[src/rtl/kbcs_ram.sv]
// Generic simple dual-port RAM with registered read
`default_nettype none
module kbcs_ram #(
  parameter int WIDTH = 8,
  parameter int DEPTH = 16
) (
  input  wire logic                     clk,
  input  wire logic                     we,
  input  wire logic [$clog2(DEPTH)-1:0] waddr,
  input  wire logic [WIDTH-1:0]         wdata,
  input  wire logic [$clog2(DEPTH)-1:0] raddr,
  output logic      [WIDTH-1:0]         rdata
);

  logic [WIDTH-1:0] mem [DEPTH];

  always_ff @(posedge clk) begin
    if (we) mem[waddr] <= wdata;
    rdata <= mem[raddr];
  end

endmodule
`default_nettype wire

[config.mk]
export PLATFORM = sky130hd
export DESIGN_NAME = kbcs_ram
export DESIGN_NICKNAME = d
export VERILOG_FILES = /design/src/rtl/kbcs_ram.sv
export SDC_FILE = /design/constraint.sdc
export NUM_CORES = 1
export LEC_CHECK = 0
export BUFFER_PORTS_ARGS = -buffer_cell sky130_fd_sc_hd__buf_2
export CAP_MARGIN = 20
export CORE_ASPECT_RATIO = 1.1
export CORE_MARGIN = 5
export CORE_UTILIZATION = 60
export CTS_BUF_LIST = sky130_fd_sc_hd__clkbuf_8 sky130_fd_sc_hd__clkbuf_16
export CTS_CLUSTER_DIAMETER = 80
export DETAILED_ROUTE_END_ITERATION = 10
export GPL_ROUTABILITY_DRIVEN = 0
export PLACE_DENSITY = 0.85
export SLEW_MARGIN = 20
export SYNTH_ARGS = -nofsm -noshare
export SYNTH_HDL_FRONTEND = slang
export SYNTH_SLANG_ARGS = --single-unit
[constraint.sdc]
create_clock -name clk -period 2 [get_ports clk]
set_input_delay 0.1 -clock clk [delete_from_list [all_inputs] [get_ports clk]]
set_output_delay 0.1 -clock clk [all_outputs]
set_load 0.02 [all_outputs]
==> metrics.md <==
| Metric | Value |
|---|---|
| Vias in the first global route | 2721 |
| Maximum VDD drop | 0.665 mV |
| Total power | 6330 uW |
| Crit path DAT | 1750 ps |
| Outcome | completed |
| Clock root cell | clkbuf_8 |
| Max-slew violation count | 0 |
| Die Ht | 107 um |
| GRT overflow | 0 |
| Post-layout minimum cycle time | 1350 ps |
| Final hold violations | 0 |
| Hold Path End | mem[4][7] |
| Required @ worst endpoint | 2400 ps |
| Synth unique cells | 19 |
| Via-to-Cell Ratio | 6.09 |
| # DRC | 0 |
| Placed instance area | 5510 um^2 |
| Post-CTS Setup Bufs | 0 |
| WL per Instance | 24.5 um |
| Skew-Pair Late Insertion Delay | 510 ps |
| Fillers | 450 |
| Reg2reg path depth | 3 |
| CP endpoint kind | register |
| Synth Instances | 229 |
| Worst Hold Depth | 3 |
| FF+latch count, synth | 136 |
| Post-route cell area | 6140 um^2 |
| CP Launch Type | register |
| ANT cells | 0 |
| Worst path max stage delay | 520 ps |
| Most common cell after layout, fill and taps aside | edfxtp_1 |
| Final Util | 0.734 |
| Largest net degree at the start of global routing | 33 |
| Die ar. | 10500 um^2 |
| First-pass GRT wire length | 16200 um |
| CP max FO | 1 |
| Final setup TNS | 0 ps |
| Post_cts resized | 0 |
| R2r setup slk | 650 ps |
| Final Setup Violations | 0 |
| Buf/Inv on CP | 0 |
| Hold-fix buffers, CTS | 8 |
| Placeable Area | 8360 um^2 |
| Starting density of the core | 0.615 |
| CP Depth | 3 |
| Hold crit path type | in -> reg |
| Critical path's slowest cell | mux4_1 |
| Max Fclk | 0.742 GHz |
| Hold path startpoint | waddr[1] |
| Via Count | 2532 |
| Clk slew on worst S/H paths | 60 ps |
| CTS tree | built |
| Sequential area share after synthesis | 0.778 |
| R2R Path Start | mem[0][5] |
| Remaining antenna violation count after routing | 0 |
| Unrepaired setup endpoints after global routing | no |
| Slew headroom | 0.678 |
| Worst Setup SP | mem[0][5] |
| Fin nets | 310 |
| Critical path class | reg -> reg |
| Fin crit share | 0.674 |
| Initial DRC count | 270 |
| Crit path cell chain | mux4_1 -> a22oi_1 -> nand2_1 |
| Fin worst setup slack | 653 ps |
| Yosys warnings | 0 |
| Worst R2R End | rdata[5] |
| Initial antenna violation count | 0 |
| Cts bufs inserted | 17 |
| H-tree depth | 4 |
| Worst-margin pin slew | 481 ps |
| Synth Cell Area | 5150 um^2 |
| Global Route Usage Sum | 0.219 |
| Top delay family on crit path | multiplexers |
| Commonest cells after routing, fill and taps aside | 128 x edfxtp_1, 25 x buf_2, 19 x buf_4 |
| Hpwl dp | 6100 um |
| Drt total wl | 10200 um |
| Clock Path Buffers | 2 |
| Max-cap viol count | 0 |
| Post-synth top area cell | edfxtp_1 |
| Setup Skew | 5.07 ps |
| Drt pass-1 iters | 4 |
| Post-synth top area share | 0.747 |
| P_leak | 0.00212 uW |
| Post-synthesis to final-layout area growth | 19.2% |
| P per Cell Area | 1030 nW/um^2 |
| Cell Rows | 35 |
| Synth area leaders | edfxtp_1 75%, mux4_2 7.9%, mux4_1 7.1% |
| Syn_area_per_cell | 22.5 um^2 |
| Share of layout cells above drive strength 1 | 0.311 |
| Num ports | 26 |
| Post-Syn Nets | 247 |
| # port buffers | 25 |
| Clock sink count | 136 |
| Setup WS pre-CTS | 466 ps |
| Die width | 98.3 um |
logic make-up (layout without fill, tap and decap cells):
| family | count (synthesis) | count (layout) | share of synthesized area |
|---|---|---|---|
| AND/OR/NAND/NOR | 35 | 35 | 0.0318 |
| AO/OA/AOI/OAI | 16 | 16 | 0.0233 |
| multiplexers | 32 | 32 | 0.150 |
| flip-flops | 136 | 136 | 0.778 |
| buffers and inverters | 10 | 86 | 0.0168 |
metrics by stage:
stage	std cells	hold slack [ps]
floorplan	229	199
global placement	376	479
detailed placement	376	492
CTS	416	130
global route	416	155
finish	416	164
layer usage:
layer	vias up	wire [um]	GRT usage
li1	1101	-	-
met1	1290	3840	0.274
met2	128	5240	0.363
met3	13	927	0.0534
met4	0	197	0.101
met5	-	0	0
tightest hold or removal path: cells and delay by family:
kind                   cells  cell delay [ps]
buffers and inverters      2              310
AND/OR/NAND/NOR            1               90
flip-flops by register name, indices dropped and copies added (netlist names):
name,count
mem,128
rdata,8
report_power, final:
part	internal, uW	total [uW]	switching [uW]	leakage (uW)
combinational	140	326	186	0.000625
clock	1700	2800	1100	0.000268
sequential	3190	3210	18.9	0.00122
total	5020	6330	1310	0.00212
cell usage after synthesis (all sizes together):
cell	n
nor2b	1
and2	1
a22oi	16
nand2	9
or3b	1
nor2	13
and2b	1
nor3	4
mux4	32
dfxtp	8
clkdlybuf4s25	3
nand3b	2
buf	7
edfxtp	128
nand2b	2
nand3	1
layout make-up:
| cell class | count | area [um^2] | area share |
|---|---|---|---|
| flip-flops and latches | 136 | 4000 | 0.653 |
| multi-input cells | 83 | 1060 | 0.172 |
| clock buffers | 19 | 442 | 0.0720 |
| repair buffers | 54 | 388 | 0.0632 |
| well taps | 111 | 139 | 0.0226 |
| clock inverters | 13 | 106 | 0.0173 |
worst max path at each step:
stage,slack (ps),end
after CTS,640,rdata[3]
after global placement,520,rdata[3]
after global routing,590,rdata[3]
after floorplan,410,mem[0][0]
final,650,rdata[5]
after detailed placement,470,rdata[3]
Power figures use the tool's default switching activity.
